**src/rtl/load_cell_adc_serial_reader_assert.svh**
```systemverilog
// ----------------------------------------------------------------------------
// Assertion macros for the load cell reader.
// Shared concurrent assertion forms, clocked on clk, quiet during reset.
// ----------------------------------------------------------------------------
`ifndef LOAD_CELL_ADC_SERIAL_READER_ASSERT_SVH
`define LOAD_CELL_ADC_SERIAL_READER_ASSERT_SVH

// same-cycle implication
`define LCSR_ASSERT_NOW(label, ante, cons, msg) \
	label: assert property (@(posedge clk) disable iff (!arst_n) (ante) |-> (cons)) \
		else $error(msg);

// next-cycle implication
`define LCSR_ASSERT_NEXT(label, ante, cons, msg) \
	label: assert property (@(posedge clk) disable iff (!arst_n) (ante) |=> (cons)) \
		else $error(msg);

`endif

```
**src/rtl/lcsr_pkg.sv**
```systemverilog
// ----------------------------------------------------------------------------
// lcsr_pkg
// Types and constants shared by the load cell reader modules.
// ----------------------------------------------------------------------------
package lcsr_pkg;

	localparam int DEF_SAMPLE_BITS = 24;
	localparam int DEF_QUEUE_DEPTH = 4;
	localparam int VALUE_W         = 24;

	// operation codes on the input field
	localparam logic [1:0] OP_TICK  = 2'd0;
	localparam logic [1:0] OP_START = 2'd1;
	localparam logic [1:0] OP_PDOWN = 2'd2;

	// configuration register indexes
	localparam logic [1:0] CFG_GAIN  = 2'd0;
	localparam logic [1:0] CFG_HALF  = 2'd1;
	localparam logic [1:0] CFG_AVG   = 2'd2;
	localparam logic [1:0] CFG_TARE  = 2'd3;

	localparam logic [1:0]  RST_GAIN = 2'd1;
	localparam logic [15:0] RST_HALF = 16'd20;
	localparam logic [7:0]  RST_AVG  = 8'd1;

	// classified operation handed from front to back
	typedef enum logic [1:0] {
		OPC_TICK  = 2'd0,
		OPC_START = 2'd1,
		OPC_PDOWN = 2'd2
	} opc_t;

	typedef struct packed {
		opc_t opc;
		logic data_level;
	} in_item_t;

	typedef struct packed {
		logic [1:0]         gain_pulses;
		logic [15:0]        half_period_ticks;
		logic [7:0]         average_count;
		logic [VALUE_W-1:0] tare_offset;
	} cfg_t;

	typedef struct packed {
		logic               serial_clock;
		logic               busy_res;
		logic               done_res;
		logic [VALUE_W-1:0] average_value;
		logic [VALUE_W-1:0] net_value;
	} out_item_t;

endpackage

```
**src/rtl/load_cell_adc_serial_reader.sv**
```systemverilog
// ----------------------------------------------------------------------------
// load_cell_adc_serial_reader
// Two-wire serial reader for a 24-bit load cell converter with averaging.
// ----------------------------------------------------------------------------
// Each input transfer is one time tick: an operation (tick, start, power
// down) and the level of the converter's data pin. Each tick yields exactly
// one result transfer: the clock pin level, busy, done, and the last average
// and tare-corrected net value. The front end classifies operations into a
// short input queue; the back end runs the clock sequencer. The tick that
// completes a measurement also runs the bit-serial divider that forms the
// average: the accepting cycle launches it, it forms SAMPLE_BITS + 8 quotient
// bits, then the quotient is captured, then the tare subtract and the result
// push follow. A full result queue stretches any tick.
// Input and result queues of QUEUE_DEPTH entries let either side stall
// without holding up the other. Configuration writes are always ready and
// take effect on the next tick; write them only while the block is idle.
// ----------------------------------------------------------------------------
module load_cell_adc_serial_reader #(
	parameter int SAMPLE_BITS = lcsr_pkg::DEF_SAMPLE_BITS,
	parameter int QUEUE_DEPTH = lcsr_pkg::DEF_QUEUE_DEPTH
) (
	input  logic                         clk,
	input  logic                         arst_n,
	// tick input queue
	input  logic                         push,
	output logic                         full,
	input  logic [1:0]                   operation,
	input  logic                         data_level,
	// result queue
	output logic                         empty,
	input  logic                         pop,
	output logic                         serial_clock,
	output logic                         busy_res,
	output logic                         done_res,
	output logic [lcsr_pkg::VALUE_W-1:0] average_value,
	output logic [lcsr_pkg::VALUE_W-1:0] net_value,
	// configuration writes
	input  logic                         cfg_valid,
	output logic                         cfg_ready,
	input  logic [1:0]                   cfg_index,
	input  logic [lcsr_pkg::VALUE_W-1:0] cfg_data
);
	import lcsr_pkg::*;

	cfg_t      cfg_q;
	in_item_t  in_wr, in_head;
	out_item_t out_wr, out_head;
	logic      in_empty, in_pop, out_full, out_push;

	// Configuration registers; every index of the port maps to a register.
	assign cfg_ready = 1'b1;

	always_ff @(posedge clk or negedge arst_n) begin
		if (!arst_n) begin
			cfg_q.gain_pulses       <= RST_GAIN;
			cfg_q.half_period_ticks <= RST_HALF;
			cfg_q.average_count     <= RST_AVG;
			cfg_q.tare_offset       <= '0;
		end else if (cfg_valid && cfg_ready) begin
			unique case (cfg_index)
				CFG_GAIN: cfg_q.gain_pulses       <= cfg_data[1:0];
				CFG_HALF: cfg_q.half_period_ticks <= cfg_data[15:0];
				CFG_AVG:  cfg_q.average_count     <= cfg_data[7:0];
				CFG_TARE: cfg_q.tare_offset       <= cfg_data;
				default: ;
			endcase
		end
	end

	// Front end: classify the operation. The unused code acts as a plain tick.
	always_comb begin
		in_wr.data_level = data_level;
		unique case (operation)
			OP_START: in_wr.opc = OPC_START;
			OP_PDOWN: in_wr.opc = OPC_PDOWN;
			OP_TICK:  in_wr.opc = OPC_TICK;
			default:  in_wr.opc = OPC_TICK;
		endcase
	end

	lcsr_fifo #(
		.WIDTH($bits(in_item_t)),
		.DEPTH(QUEUE_DEPTH)
	) u_in_q (
		.clk     (clk),
		.arst_n  (arst_n),
		.wr_en   (push),
		.wr_data (in_wr),
		.full    (full),
		.rd_en   (in_pop),
		.rd_data (in_head),
		.empty   (in_empty)
	);

	// Back end: sequencer, accumulator and divider.
	lcsr_core #(
		.SAMPLE_BITS(SAMPLE_BITS)
	) u_core (
		.clk      (clk),
		.arst_n   (arst_n),
		.cfg      (cfg_q),
		.in_valid (!in_empty),
		.in_item  (in_head),
		.in_pop   (in_pop),
		.out_full (out_full),
		.out_push (out_push),
		.out_item (out_wr)
	);

	// Results wait here until the consumer takes them.
	lcsr_fifo #(
		.WIDTH($bits(out_item_t)),
		.DEPTH(QUEUE_DEPTH)
	) u_out_q (
		.clk     (clk),
		.arst_n  (arst_n),
		.wr_en   (out_push),
		.wr_data (out_wr),
		.full    (out_full),
		.rd_en   (pop),
		.rd_data (out_head),
		.empty   (empty)
	);

	assign serial_clock  = out_head.serial_clock;
	assign busy_res      = out_head.busy_res;
	assign done_res      = out_head.done_res;
	assign average_value = out_head.average_value;
	assign net_value     = out_head.net_value;

endmodule

```
**src/rtl/lcsr_fifo.sv**
```systemverilog
// ----------------------------------------------------------------------------
// lcsr_fifo
// Small register queue, head shown combinationally.
// ----------------------------------------------------------------------------
module lcsr_fifo #(
	parameter int WIDTH = 8,
	parameter int DEPTH = 4
) (
	input  logic             clk,
	input  logic             arst_n,
	input  logic             wr_en,
	input  logic [WIDTH-1:0] wr_data,
	output logic             full,
	input  logic             rd_en,
	output logic [WIDTH-1:0] rd_data,
	output logic             empty
);
	localparam int PW = (DEPTH > 1) ? $clog2(DEPTH) : 1;
	localparam int CW = $clog2(DEPTH + 1);

	logic [WIDTH-1:0] mem_q [DEPTH];
	logic [PW-1:0]    wr_ptr_q, rd_ptr_q;
	logic [CW-1:0]    count_q;
	logic             do_wr, do_rd;

	assign full    = (count_q == CW'(DEPTH));
	assign empty   = (count_q == '0);
	assign do_wr   = wr_en && !full;
	assign do_rd   = rd_en && !empty;
	assign rd_data = mem_q[rd_ptr_q];

	always_ff @(posedge clk or negedge arst_n) begin
		if (!arst_n) begin
			wr_ptr_q <= '0;
			rd_ptr_q <= '0;
			count_q  <= '0;
		end else begin
			if (do_wr)
				wr_ptr_q <= (wr_ptr_q == PW'(DEPTH - 1)) ? '0 : wr_ptr_q + PW'(1);
			if (do_rd)
				rd_ptr_q <= (rd_ptr_q == PW'(DEPTH - 1)) ? '0 : rd_ptr_q + PW'(1);
			if (do_wr && !do_rd)
				count_q <= count_q + CW'(1);
			else if (do_rd && !do_wr)
				count_q <= count_q - CW'(1);
		end
	end

	always_ff @(posedge clk) begin
		if (do_wr)
			mem_q[wr_ptr_q] <= wr_data;
	end

endmodule

```
**src/rtl/lcsr_div.sv**
```systemverilog
// ----------------------------------------------------------------------------
// lcsr_div
// Restoring divider, one quotient bit per cycle.
// ----------------------------------------------------------------------------
module lcsr_div #(
	parameter int DW = 32,
	parameter int VW = 8
) (
	input  logic          clk,
	input  logic          arst_n,
	input  logic          start,
	input  logic [DW-1:0] dividend,
	input  logic [VW-1:0] divisor,
	output logic          done,
	output logic [DW-1:0] quotient
);
	localparam int CW = $clog2(DW);

	logic [DW-1:0] quo_q;
	logic [VW-1:0] rem_q, dvs_q;
	logic [CW-1:0] cnt_q;
	logic          busy_q, done_q;
	logic [VW:0]   trial, diff;
	logic          ge;

	assign trial    = {rem_q, quo_q[DW-1]};
	assign diff     = trial - {1'b0, dvs_q};
	assign ge       = (trial >= {1'b0, dvs_q});
	assign done     = done_q;
	assign quotient = quo_q;

	always_ff @(posedge clk or negedge arst_n) begin
		if (!arst_n) begin
			busy_q <= 1'b0;
			done_q <= 1'b0;
			cnt_q  <= '0;
		end else if (start) begin
			busy_q <= 1'b1;
			done_q <= 1'b0;
			cnt_q  <= '0;
		end else if (busy_q) begin
			cnt_q <= cnt_q + CW'(1);
			if (cnt_q == CW'(DW - 1)) begin
				busy_q <= 1'b0;
				done_q <= 1'b1;
			end
		end else begin
			done_q <= 1'b0;
		end
	end

	always_ff @(posedge clk) begin
		if (start) begin
			quo_q <= dividend;
			rem_q <= '0;
			dvs_q <= divisor;
		end else if (busy_q) begin
			quo_q <= {quo_q[DW-2:0], ge};
			rem_q <= ge ? diff[VW-1:0] : trial[VW-1:0];
		end
	end

endmodule

```
**src/rtl/lcsr_core.sv**
```systemverilog
// ----------------------------------------------------------------------------
// lcsr_core
// Back end: serial clock sequencer, sample shifter, averaging and tare.
// ----------------------------------------------------------------------------
module lcsr_core #(
	parameter int SAMPLE_BITS = 24
) (
	input  logic                  clk,
	input  logic                  arst_n,
	input  lcsr_pkg::cfg_t        cfg,
	input  logic                  in_valid,
	input  lcsr_pkg::in_item_t    in_item,
	output logic                  in_pop,
	input  logic                  out_full,
	output logic                  out_push,
	output lcsr_pkg::out_item_t   out_item
);
	import lcsr_pkg::*;
	`include "load_cell_adc_serial_reader_assert.svh"

	localparam int SB  = SAMPLE_BITS;
	localparam int SW  = SB + 8;
	localparam int BCW = $clog2(SB + 1);
	localparam logic [SB-1:0] TOP_BIT = {1'b1, {(SB-1){1'b0}}};

	typedef enum logic [6:0] {
		PH_IDLE  = 7'b0000001,
		PH_WAIT  = 7'b0000010,
		PH_HIGH  = 7'b0000100,
		PH_LOW   = 7'b0001000,
		PH_GHIGH = 7'b0010000,
		PH_GLOW  = 7'b0100000,
		PH_PDOWN = 7'b1000000
	} phase_t;

	typedef enum logic [2:0] {
		CTL_RUN = 3'b001,
		CTL_DIV = 3'b010,
		CTL_NET = 3'b100
	} ctl_t;

	phase_t              phase_q, nx_phase;
	ctl_t                ctl_q;
	logic [BCW-1:0]      bit_q, nx_bit, bit_inc;
	logic [15:0]         tick_q, nx_tick, half_len;
	logic [SB-1:0]       shift_q, nx_shift, shift_in, fin_shift;
	logic [7:0]          rc_q, nx_rc, rc_inc, avg_n;
	logic [SW-1:0]       sum_q, nx_sum, sum_add;
	logic [VALUE_W-1:0]  last_avg_q, last_net_q, net_calc, avg_sat;
	logic [SW-1:0]       quotient;
	logic                item_go, run_phase, finish, hfin, div_start, div_done;

	assign half_len  = (cfg.half_period_ticks == '0) ? 16'd1 : cfg.half_period_ticks;
	assign hfin      = (tick_q >= half_len);
	assign avg_n     = (cfg.average_count == '0) ? 8'd1 : cfg.average_count;
	assign bit_inc   = bit_q + BCW'(1);
	assign shift_in  = {shift_q[SB-2:0], in_item.data_level};
	assign rc_inc    = rc_q + 8'd1;
	assign sum_add   = sum_q + SW'(fin_shift ^ TOP_BIT);
	assign item_go   = (ctl_q == CTL_RUN) && in_valid && !out_full;
	assign in_pop    = item_go;
	assign div_start = item_go && finish;

	always_comb begin
		nx_phase  = phase_q;
		nx_bit    = bit_q;
		nx_tick   = tick_q;
		nx_shift  = shift_q;
		nx_rc     = rc_q;
		nx_sum    = sum_q;
		finish    = 1'b0;
		run_phase = 1'b0;
		fin_shift = shift_q;
		priority if (in_item.opc == OPC_PDOWN) begin
			nx_phase = PH_PDOWN;
			nx_bit   = '0;
			nx_tick  = '0;
			nx_shift = '0;
			nx_rc    = '0;
			nx_sum   = '0;
		end else if (in_item.opc == OPC_START &&
				(phase_q == PH_IDLE || phase_q == PH_PDOWN)) begin
			nx_phase = PH_WAIT;
			nx_bit   = '0;
			nx_tick  = '0;
			nx_shift = '0;
			nx_rc    = '0;
			nx_sum   = '0;
		end else begin
			run_phase = 1'b1;
		end

		if (run_phase) begin
			unique case (phase_q)
				PH_WAIT: begin
					if (!in_item.data_level) begin
						nx_bit   = '0;
						nx_shift = '0;
						nx_phase = PH_HIGH;
						nx_tick  = 16'd1;
					end
				end
				PH_HIGH, PH_GHIGH: begin
					if (hfin) begin
						nx_phase = (phase_q == PH_HIGH) ? PH_LOW : PH_GLOW;
						nx_tick  = 16'd1;
					end else begin
						nx_tick = tick_q + 16'd1;
					end
				end
				PH_LOW: begin
					if (hfin) begin
						nx_shift  = shift_in;
						fin_shift = shift_in;
						if (bit_inc >= BCW'(SB)) begin
							nx_bit = '0;
							if (cfg.gain_pulses != '0) begin
								nx_phase = PH_GHIGH;
								nx_tick  = 16'd1;
							end else begin
								finish = 1'b1;
							end
						end else begin
							nx_bit   = bit_inc;
							nx_phase = PH_HIGH;
							nx_tick  = 16'd1;
						end
					end else begin
						nx_tick = tick_q + 16'd1;
					end
				end
				PH_GLOW: begin
					if (hfin) begin
						if (bit_inc >= BCW'(cfg.gain_pulses)) begin
							nx_bit = '0;
							finish = 1'b1;
						end else begin
							nx_bit   = bit_inc;
							nx_phase = PH_GHIGH;
							nx_tick  = 16'd1;
						end
					end else begin
						nx_tick = tick_q + 16'd1;
					end
				end
				PH_IDLE, PH_PDOWN: ;
				default: nx_phase = PH_IDLE;
			endcase
		end

		// end of one reading: accumulate, then wait for another or average
		if (finish) begin
			nx_sum  = sum_add;
			nx_rc   = rc_inc;
			nx_tick = '0;
			if (rc_inc < avg_n) begin
				nx_phase = PH_WAIT;
				finish   = 1'b0;
			end else begin
				nx_phase = PH_IDLE;
			end
		end
	end

	lcsr_div #(
		.DW(SW),
		.VW(8)
	) u_div (
		.clk      (clk),
		.arst_n   (arst_n),
		.start    (div_start),
		.dividend (nx_sum),
		.divisor  (avg_n),
		.done     (div_done),
		.quotient (quotient)
	);

	assign avg_sat  = (quotient > SW'({VALUE_W{1'b1}})) ? {VALUE_W{1'b1}}
	                                                    : quotient[VALUE_W-1:0];
	assign net_calc = (last_avg_q > cfg.tare_offset) ? last_avg_q - cfg.tare_offset : '0;

	always_comb begin
		out_push = 1'b0;
		out_item = '0;
		unique case (ctl_q)
			CTL_RUN: begin
				out_push = item_go && !finish;
				out_item.serial_clock  = (nx_phase == PH_HIGH || nx_phase == PH_GHIGH ||
				                          nx_phase == PH_PDOWN);
				out_item.busy_res      = !(nx_phase == PH_IDLE || nx_phase == PH_PDOWN);
				out_item.average_value = last_avg_q;
				out_item.net_value     = last_net_q;
			end
			CTL_NET: begin
				out_push = !out_full;
				out_item.done_res      = 1'b1;
				out_item.average_value = last_avg_q;
				out_item.net_value     = net_calc;
			end
			CTL_DIV: ;
			default: ;
		endcase
	end

	always_ff @(posedge clk or negedge arst_n) begin
		if (!arst_n) begin
			phase_q    <= PH_IDLE;
			ctl_q      <= CTL_RUN;
			bit_q      <= '0;
			tick_q     <= '0;
			shift_q    <= '0;
			rc_q       <= '0;
			sum_q      <= '0;
			last_avg_q <= '0;
			last_net_q <= '0;
		end else begin
			unique case (ctl_q)
				CTL_RUN: begin
					if (item_go) begin
						phase_q <= nx_phase;
						bit_q   <= nx_bit;
						tick_q  <= nx_tick;
						shift_q <= nx_shift;
						rc_q    <= nx_rc;
						sum_q   <= nx_sum;
						if (finish)
							ctl_q <= CTL_DIV;
					end
				end
				CTL_DIV: begin
					if (div_done) begin
						last_avg_q <= avg_sat;
						ctl_q      <= CTL_NET;
					end
				end
				CTL_NET: begin
					if (!out_full) begin
						last_net_q <= net_calc;
						ctl_q      <= CTL_RUN;
					end
				end
				default: ctl_q <= CTL_RUN;
			endcase
		end
	end

	`LCSR_ASSERT_NOW(a_div_from_run, div_start, ctl_q == CTL_RUN, "divide started outside run")
	`LCSR_ASSERT_NEXT(a_div_follows, div_start, ctl_q == CTL_DIV, "divide start not tracked")
	`LCSR_ASSERT_NOW(a_no_push_div, ctl_q == CTL_DIV, !out_push && !in_pop,
		"transfer during divide")
	`LCSR_ASSERT_NOW(a_done_tag, out_push, out_item.done_res == (ctl_q == CTL_NET),
		"done flag on wrong result")
	`LCSR_ASSERT_NOW(a_bit_range, 1'b1, bit_q < BCW'(SB), "bit counter out of range")

endmodule
```
**config.mk**
```make
export PLATFORM = sky130hd
export DESIGN_NAME = load_cell_adc_serial_reader
export DESIGN_NICKNAME = d
export VERILOG_FILES = /design/src/rtl/lcsr_pkg.sv /design/src/rtl/load_cell_adc_serial_reader.sv /design/src/rtl/lcsr_fifo.sv /design/src/rtl/lcsr_div.sv /design/src/rtl/lcsr_core.sv
export VERILOG_INCLUDE_DIRS = /design/src /design/src/rtl
export SDC_FILE = /design/constraint.sdc
export NUM_CORES = 1
export LEC_CHECK = 0
export BUFFER_PORTS_ARGS = -buffer_cell sky130_fd_sc_hd__buf_2
export CORE_AREA = 5 5 167 330
export CTS_CLUSTER_SIZE = 12
export DETAILED_ROUTE_END_ITERATION = 8
export DIE_AREA = 0 0 172 335
export PLACE_DENSITY_LB_ADDON = 0.2
export REMOVE_ABC_BUFFERS = 1
export SLEW_MARGIN = 20
export SYNTH_ARGS = -nofsm -noshare
export SYNTH_HDL_FRONTEND = slang
export SYNTH_SLANG_ARGS = --single-unit
```
**constraint.sdc**
```tcl
create_clock -name clk -period 12.2 [get_ports clk]
set_input_delay 2.44 -clock clk [delete_from_list [all_inputs] [get_ports clk]]
set_output_delay 2.44 -clock clk [all_outputs]
set_load 0.02 [all_outputs]
```
# After elaboration in Yosys (flattened, before gate mapping)
# Memories as Yosys holds them, arrays and structs flattened.
# Cells that the tools add are included.
[word_totals] ff_bits=262 ramBits=216 inputBits=34 memories=2
[classes] n_addsub=15 n_lt_le_gt_ge=7 n_eq_ne=33 mux=98 bitwise_logic=2 n_reduce_logical=48
[mem_list] name="u_out_q.mem_q" depth=4 width=51 read_ports=1 rd_clocked_by_memory_dff=0 wr=1 line="lcsr_fifo.sv:21" text="logic [WIDTH-1:0] mem_q [DEPTH];"
[mem_list] name="u_in_q.mem_q" depth=4 width=3 read_ports=1 rd_clocked_by_memory_dff=0 wr=1 line="lcsr_fifo.sv:21"
[op_table] operator="two-way mux 24 bit" n=10
[op_table] operator="two-way mux 16 bit" n=12
[op_table] operator="two-way mux 32 bit" n=5
[op_table] operator="one-hot mux 48 bit (2 select lines)" n=1
[op_table] operator="two-way mux 7 bit" n=11
[op_table] operator="one-hot mux 16 bit (4 select lines)" n=1
[op_table] operator="two-way mux 5 bit" n=10
[op_table] operator="one-hot mux 24 bit (2 select lines)" n=1
[op_table] operator="two-way mux 8 bit" n=5
[op_table] operator="one-hot mux 7 bit (5 select lines)" n=1
[op_table] operator="adder 32 x 24 -> 32 bit" n=1
[op_table] operator="> comparator 32 x 24 -> 1 bit, second input constant" n=1
[op_table] operator="> comparator 24 bit" n=1
[op_table] operator="two-way mux 3 bit" n=8
[op_table] operator="subtractor 24 bit" n=1
[op_table] operator="two-way mux 1 bit" n=21
[op_table] operator="adder 16 x 1 -> 16 bit, second input constant" n=1
[op_table] operator="equality test 2 bit, second input constant" n=8
[op_table] operator="greater-or-equal comparator 16 bit" n=1
[op_table] operator="logical NOT 16 bit" n=1
[op_table] operator="one-hot mux 5 bit (3 select lines)" n=1
[op_table] operator="equality test 7 x 1 -> 1 bit, second input constant" n=2
[op_table] operator="equality test 7 x 3 -> 1 bit, second input constant" n=2
[op_table] operator="equality test 7 x 5 -> 1 bit, second input constant" n=2
[op_table] operator="40 further kinds" n=95

# Logic depth before layout (Yosys ltp)
# Gate-level depths: netlist of run 1.
[logic_depth] word_depth=15 ltp_mapped=24 ltp_nobuf=23

# Cells and area by module
# From an unflattened synthesis of run 1, not the netlist that was laid out.
[unflattened] cells_unflattened=1984 hier_area_um2=24616.1
[modules_own_cells] module="lcsr_core" n_inst=1 cells_each=1307 area_per_inst_um2=11039.3 seq_area_each_um2=3580.9
[modules_own_cells] module="lcsr_fifo at u_out_q" n_inst=1 cells_each=304 area_per_inst_um2=7872.6 seq_area_each_um2=6301.0
[modules_own_cells] module="lcsr_div" n_inst=1 cells_each=209 area_per_inst_um2=2756.4 seq_area_each_um2=1536.5
[modules_own_cells] module="load_cell_adc_serial_reader" n_inst=1 cells_each=112 area_per_inst_um2=2049.5 seq_area_each_um2=1256.2
[modules_own_cells] module="lcsr_fifo at u_in_q" n_inst=1 cells_each=52 area_per_inst_um2=898.4 seq_area_each_um2=535.5

# Least setup slack after synthesis of run 1
# No wires, ideal clock.
[synth_timing] path_type="flip-flop to flip-flop" start="register cfg_q[41] (netlist bit)" end="register u_core.u_div.quo_q[26] (netlist: u_core.u_div.quotient[26]) (data pin)" t_arrival_ps=4916 required_time_ps=11942 path_slack_ps=7026 stages_incl_launch_ff=25 path_buffers=1 period_less_slack_ps=5174 path_cell_list="dfrtp_1 nor4_1 a41o_1 ha_1 nand2b_1 a2111o_1 a311oi_1 o21a_1 nor2_1 nand2_1 buf_2 mux2_2 ha_1 inv_1 fa_1 nor2b_1 o31ai_1 a21oi_2 o211ai_1 a32oi_1 nand3_1 a21oi_4 nand3_1 xor2_1 o21ai_1"
[synth_between] elab_chain_cells=10 word_cells_on_any_way=16
[synth_lines] item="start, declared" line="load_cell_adc_serial_reader.sv:45" text="cfg_t cfg_q;"
[synth_lines] item="logical NOT 16 bit" line="lcsr_core.sv:53" text="assign half_len = (cfg.half_period_ticks == '0) ? 16'd1 : cfg.half_period_ticks;"
[synth_lines] item="two-way mux 16 bit *" line="lcsr_core.sv:53"
[synth_lines] item="greater-or-equal comparator 16 bit *" line="lcsr_core.sv:54" text="assign hfin = (tick_q >= half_len);"
[synth_lines] item="two-way mux 24 bit" line="lcsr_core.sv:112" text="if (hfin) begin"
[synth_lines] item="two-way mux 24 bit" line="lcsr_core.sv:94" text="unique case (phase_q)"
[synth_lines] item="two-way mux 24 bit" line="lcsr_core.sv:93" text="if (run_phase) begin"
[synth_lines] item="NOT 1 bit (no line)"
[synth_lines] item="adder 32 x 24 -> 32 bit" line="lcsr_core.sv:59" text="assign sum_add = sum_q + SW'(fin_shift ^ TOP_BIT);"
[synth_lines] item="two-way mux 32 bit" line="lcsr_core.sv:152" text="if (finish) begin"
[synth_lines] item="two-way mux 32 bit *" line="lcsr_div.sv:53" text="if (start) begin"
[synth_lines] item="end signal, assigned" line="lcsr_div.sv:54" text="quo_q <= dividend;"
[synth_lines] item="end signal, assigned" line="lcsr_div.sv:58" text="quo_q <= {quo_q[DW-2:0], ge};"
[synth_lines] item="end, declared" line="lcsr_div.sv:19" text="logic [DW-1:0] quo_q;"
# Every way passes the cells marked *; elsewhere a longest branch is shown, timed or not.
# A chain may end at the register's enable or synchronous reset.

# Worst setup path in the final report of run 1
[layout_timing] start="register cfg_q[33] (netlist bit)" end="register u_core.u_div.quo_q[28] (netlist: u_core.u_div.quotient[28]) (data pin)"
# The elaborated chain is that of the path after synthesis.

==> summary.txt, run 1 <==
CTS HTree Levels - 2
Yosys reg bits - 478
PortBufs - 86
sequential share of power - 0.431
Clk pin slew, worst setup/hold paths - 0.06 ns
Die ar. - 57,600 sq um
GRT overflow - 0
Post-DP HPWL - 40.8 mm
Avg Cell Area, Syn - 12.4 sq um
Boundary Pins - 88
Setup TNS - 0 ns
chip height - 335 um
CTS Root Cell - clkbuf_16
Routability Congestion - 0.879
Starting Density - 0.444
Synth Instances - 1,868
Post-synth top flop - edfxtp_1
Die X - 172 um
max_slew headroom - 0.243
Largest stage delay, worst path - 0.74 ns
Power Density - 199 nW/um^2
# setup viols final - 0
crit-path cells - nor4_1 -> a41o_1 -> ha_1 -> nand2b_1 -> a2111o_1 -> a311oi_1 -> o21a_1 -> nor2_1 -> nand2_1 -> mux2_2 -> ha_1 -> inv_1 -> fa_1 -> nor2b_1 -> o31ai_1 -> a21oi_2 -> o211ai_1 -> a32oi_1 -> nand3_1 -> a21oi_4 -> nand3_1 -> xor2_1 -> o21ai_1
crit path DAT - 7.10 ns
DRT Pass-1 Iters - 5
status - completed
CTS tree - yes
final cycle utilization of the critical path - 0.558
number of enable flip-flop cells after synthesis - 256
DR vias/cell - 5.71
sw power - 1.74 mW
hold buffers post-CTS - 0
clk sinks - 478
wire per inst - 21.3 um
Non-Filler Instances - 2,642
DRC - 0
crit path buf inv count - 1
Hold Vio Cnt, Final - 0
Tmin final - 6.80 ns
final count of pins violating max slew - 0
nets - 2,075
initial antenna violation count - 2
fin util - 0.491
worst min path class - flip-flop to flip-flop
Max Cap Viol - 0
vias in the first global route - 15,642
clk buf depth - 3
delay-heaviest family, CP - compound AO/OA/AOI/OAI gates
worst slew pin tran - 1.14 ns
CP max stage cell - nand2_1
Clock power frac - 0.265
CP Class - flip-flop to flip-flop
Crit Path Max Fanout - 24
Seq/Total Area, Yosys - 0.568
f_max - 147 MHz
CORE AREA - 52,400 sq um
Vias - 15,094
commonest non-fill, non-tap cells in the layout - edfxtp_1, dfrtp_1, nand2_1
leading cell type in the layout, fill and taps excluded - edfxtp_1
Synth cell types - 93
unrepaired setup endpoints after global routing - no
proportion of layout cells with a drive suffix above 1 - 0.175
Int Pwr - 3.36 mW
largest net degree at the start of global routing - 84
Post-Synthesis Cell Area - 23,300 sq um
combinational power share - 0.304
Worst VDD drop - 166 uV
Iter 0 DRT Violations - 916
Core Rows - 119
Worst EP required - 12.50 ns
placed cells - 2,554
static leakage - 10.7 nW
switching share of power - 0.341
total wire length - 56.4 mm
Worst Skew - 0.0206 ns
hold_ws - 0.465 ns
TritonCTS Buffers - 47
Synth async-reset ratio - 0.448
GR Util All Layers - 0.196
Worst setup EP type - flip-flop
CP startpoint kind - flip-flop
Setup Buffers After CTS - 0
Ys Warns - 0
ANT nets after route - 0
Synth-to-Final Area Change - 10.6%
Clk Latency, worst-skew pair - 0.58 ns
first-pass GRT wire length - 88.6 mm
# fillers - 4,635
post_cts resized - 0
## through the flow
step | power (mW) | area, sq um | setup WS, ns
5_1_grt | 5.37 | 25700 | 4.83
3_5_place_dp | 3.82 | 24300 | 5.38
3_3_place_gp | 3.77 | 24300 | 5.44
4_1_cts | 5.18 | 25700 | 5.36
2_1_floorplan | 3.25 | 22800 | 6.52
6_report | 5.10 | 25700 | 5.40
## flip-flops by register name (all words and copies together), names as in the netlist, 2 cells and up
register               cells
u_out_q.wr_ptr_q           2
u_out_q.rd_ptr_q           2
u_core.last_avg_q         24
u_core.shift_q            24
u_core.rc_q                8
u_core.phase_q             7
u_core.last_net_q         24
u_core.sum_q              32
u_out_q.count_q            3
u_core.u_div.cnt_q         5
u_core.u_div.rem_q         8
u_core.u_div.dvs_q         8
u_in_q.mem_q              12
cfg_q                     50
u_core.ctl_q               3
u_core.tick_q             16
u_core.u_div.quotient     32
u_out_q.mem_q            204
u_in_q.wr_ptr_q            2
u_in_q.count_q             3
u_in_q.rd_ptr_q            2
u_core.bit_q               5
## worst paths after layout
path,start,to,slack [ns],cells past startpoint
worst max-delay path,cfg_q[33]$_DFFE_PN0P_,u_core.u_div.quotient[28]$_DFFE_PP_,5.40,23
worst min-delay path,u_core.u_div.rem_q[7]$_SDFFE_PP0P_,u_core.u_div.rem_q[7]$_SDFFE_PP0P_,0.46,2
worst max register to register,cfg_q[33]$_DFFE_PN0P_,u_core.u_div.quotient[28]$_DFFE_PP_,5.40,23
worst min register to register,u_core.u_div.rem_q[7]$_SDFFE_PP0P_,u_core.u_div.rem_q[7]$_SDFFE_PP0P_,0.46,2
max in group asynchronous,arst_n,u_out_q.rd_ptr_q[0]$_DFFE_PN0P_,8.90,2
min in group asynchronous,arst_n,u_core.shift_q[15]$_DFFE_PN0P_,1.83,1
## routing by layer
layer / wire length [um] / global-route usage / vias to the layer above
met5: 0 / 0 / -
met1: 21200 / 0.222 / 7634
met3: 1950 / 0.0197 / 98
li1: - / - / 7050
met4: 2130 / 0.0726 / 0
met2: 31100 / 0.373 / 312
## worst min-delay path: stages (launching register included)
cell and delay [ns]:
dfxtp_1 0.31, nand2_1 0.06, a21oi_1 0.05
## synth_stat cells (all sizes together), types with 7 or more instances
cell type  number  area share
dfxtp           8      0.0069
a211oi         13      0.0048
edfxtp        256        0.33
mux2i           7      0.0030
nor2b          40       0.011
nand4          11      0.0030
o31ai          26      0.0096
inv            94       0.015
nand2         187       0.030
buf            39      0.0096
nor3b           7      0.0023
a22o           44       0.017
nor3           19      0.0045
o21ai         156       0.034
mux4           54       0.052
ha             98       0.053
a21o           28      0.0091
nand3          37      0.0087
clkbuf         48      0.0078
xor2           30       0.011
xnor2          40       0.015
a31oi          13      0.0041
and2           12      0.0032
and3           17      0.0046
nor2           77       0.013
mux2           79       0.038
dfrtp         208        0.22
a21oi          72       0.016
o22a           24      0.0090
nor4            9      0.0027
o211ai         11      0.0036
nand2b         13      0.0035
## power groups by stage
stage	combinational, mW	clock (mW)	sequential (mW)
2_1_floorplan	1.01	0	2.24
3_3_place_gp	1.56	0	2.21
3_5_place_dp	1.58	0	2.24
4_1_cts	1.58	1.39	2.21
5_1_grt	1.69	1.45	2.23
6_report	1.55	1.35	2.20
## logic make-up (layout without fill, tap and decap cells)
family	after synthesis	count (layout)	synth area share
other	1	3	0.000161
buffers and inverters	181	288	0.0327
flip-flops	478	478	0.568
adder cells (fa/ha/maj)	103	103	0.0570
XOR/XNOR	70	70	0.0264
AO/OA/AOI/OAI	442	442	0.128
AND/OR/NAND/NOR	453	453	0.0944
multiplexers	140	140	0.0937
## layout make-up
cell class	instances	area [sq um]	area share
Antenna cell	2	5.00	0.000195
Clock buffer	80	1330	0.0517
Multi-Input combinational cell	1209	9310	0.362
Tap cell	665	832	0.0324
Sequential cell	478	13200	0.514
Clock inverter	6	58.8	0.00229
Inverter	94	355	0.0138
Timing Repair Buffer	108	606	0.0236
Note: power is estimated with default switching activity, not from simulation.
==> run 2, diff against run 1 <==
==> constraint.sdc (replaced) <==
create_clock -name clk -period 5.8 [get_ports clk]
set_input_delay 1.16 -clock clk [delete_from_list [all_inputs] [get_ports clk]]
set_output_delay 1.16 -clock clk [all_outputs]
set_load 0.02 [all_outputs]
==> run 2 against run 1 <==
Clock-buffer cell count rose by 2. Via count is 0.25% higher. Hold slack worse by 0.015 ns. Register-to-register slack worse by 5.1 ns. Global-route usage increased by 0.35 points. Wire length increased by 1.1%. Sequential share of layout area down 0.48 points. Setup slack got worse by 5.1 ns. Flip-flop and latch count stayed put. Clock power up 110%. First-iteration DRC count is 2.6% lower. Largest power group unchanged.
==> summary.txt, run 2 (synthesis gave the netlist of run 1 again) <==
status - completed
largest net degree at the start of global routing - 120
max reg flops - 204
chip height - 335 um
vias in the first global route - 15,914
total wire length - 57.0 mm
Placed Area - 24,500 sq um
ANT nets after route - 0
crit path DAT - 5.75 ns
Core Rows - 119
CORE AREA - 52,400 sq um
Boundary Pins - 88
diodes inserted - 0
Power Density - 419 nW/um^2
Starting Density - 0.444
DRT Pass-1 Iters - 5
proportion of layout cells with a drive suffix above 1 - 0.184
first-pass GRT wire length - 89.9 mm
Die ar. - 57,600 sq um
Clk pin slew, worst setup/hold paths - 0.07 ns
clk sinks - 478
PortBufs - 86
Post-DP HPWL - 41.5 mm
Clk Latency, worst-skew pair - 0.57 ns
fin util - 0.495
Setup TNS - 0 ns
Tmin final - 5.45 ns
Finished Cell Area - 26,000 sq um
CP max stage cell - a2111o_1
total chip power - 10.9 mW
Max Cap Viol - 0
CTS tree - yes
register bank with the most flops - u_out_q.mem_q
CP startpoint kind - flip-flop
Worst setup EP type - flip-flop
worst slew pin tran - 0.956 ns
# setup viols final - 0
Routability Congestion - 0.887
hold buffers post-CTS - 0
CP Class - flip-flop to flip-flop
CTS HTree Levels - 2
Worst Skew - 0.0168 ns
most used cell, CP - ha_1
crit path buf inv count - 1
Hold Vio Cnt, Final - 0
TritonCTS Buffers - 46
unrepaired setup endpoints after global routing - no
commonest non-fill, non-tap cells in the layout - edfxtp_1, dfrtp_1, nand2_1
initial antenna violation count - 0
biggest regs - u_out_q.mem_q x204, cfg_q x50
static leakage - 10.9 nW
Synth-to-Final Area Change - 11.6%
leading cell type in the layout, fill and taps excluded - edfxtp_1
nets - 2,095
Crit Path Max Fanout - 21
Worst EP required - 6.10 ns
DR vias/cell - 5.69
final count of pins violating max slew - 0
Worst VDD drop - 355 uV
worst min path class - input pin to async pin
GR Util All Layers - 0.200
Largest stage delay, worst path - 0.41 ns
f_max - 183 MHz
Iter 0 DRT Violations - 892
final cycle utilization of the critical path - 0.940
crit-path cells - nor4_2 -> a41o_1 -> ha_1 -> nand2b_1 -> a2111o_1 -> a311oi_1 -> o21a_1 -> nor2_1 -> nand2_2 -> buf_12 -> mux2_2 -> ha_1 -> a21o_1 -> a211oi_1 -> a21oi_1 -> or3_1 -> a31oi_1 -> nor3b_2 -> o21ai_2 -> a211o_1 -> xnor2_1 -> o21ai_0
GRT overflow - 0
delay-heaviest family, CP - compound AO/OA/AOI/OAI gates
clk buf depth - 3
DRC - 0
wire per inst - 21.4 um
CTS Root Cell - clkbuf_16
Vias - 15,132
Die X - 172 um
max_slew headroom - 0.361
==> run 2: cell count changes in the layout (fill, tap and decap cells not counted), sizes merged <==
cell    before  now
buf        108  129
clkinv       5    1
clkbuf      80   82
diode        2    0
==> run 2: final cells by class <==
type,count,area (sq um)
Fill cell,4589,26500
Sequential cell,478,13200
Multi-Input combinational cell,1209,9330
Clock buffer,82,1350
Timing Repair Buffer,129,858
Tap cell,665,832
Inverter,94,355
Clock inverter,2,13.8
==> run 2: where the power goes <==
| part | internal (mW) | leakage [nW] | switching (mW) |
|---|---|---|---|
| Clock | 1.57 | 0.652 | 1.25 |
| Combinational | 1.28 | 4.84 | 2.12 |
| Sequential | 4.35 | 5.37 | 0.310 |
| Total | 7.20 | 10.9 | 3.68 |
==> run 2: metrics by stage <==
step / std cells / setup slack, ns / hold slack, ns
after floorplan: 1781 / 0.118 / 0.441
after global routing: 2659 / 0.0358 / 0.451
after detailed placement: 2574 / 0.0864 / 0.466
after CTS: 2658 / 0.0463 / 0.478
final: 2659 / 0.348 / 0.449
after global placement: 2574 / 0.109 / 0.458
==> run 2: worst paths after layout <==
kind                                                  start                                   to  slack, ns  cells past startpoint
max in group asynchronous                            arst_n      u_out_q.rd_ptr_q[0]$_DFFE_PN0P_       3.99                      3
min in group clk           u_core.last_net_q[8]$_DFFE_PN0P_     u_core.last_net_q[8]$_DFFE_PN0P_       0.48                      2
max reg2reg                           cfg_q[37]$_DFFE_PN0P_  u_core.u_div.quotient[31]$_DFFE_PP_       0.35                     22
min                                                  arst_n       u_core.shift_q[21]$_DFFE_PN0P_       0.45                      1
max                                   cfg_q[37]$_DFFE_PN0P_  u_core.u_div.quotient[31]$_DFFE_PP_       0.35                     22
min reg2reg                u_core.last_net_q[8]$_DFFE_PN0P_     u_core.last_net_q[8]$_DFFE_PN0P_       0.48                      2
==> run 2: metal layers <==
layer | share of wire | up-vias | GRT usage
met4 | 0.043 | 0 | 0.0792
met3 | 0.029 | 118 | 0.0213
li1 | - | 7112 | -
met2 | 0.56 | 286 | 0.383
met5 | 0 | - | 0
met1 | 0.37 | 7616 | 0.220
==> run 2: repair_timing <==
action,CTS,global route
gates resized for setup,0,6
endpoints found under the setup margin,0,15
buffers inserted,0,0
endpoints found under the hold margin,0,0
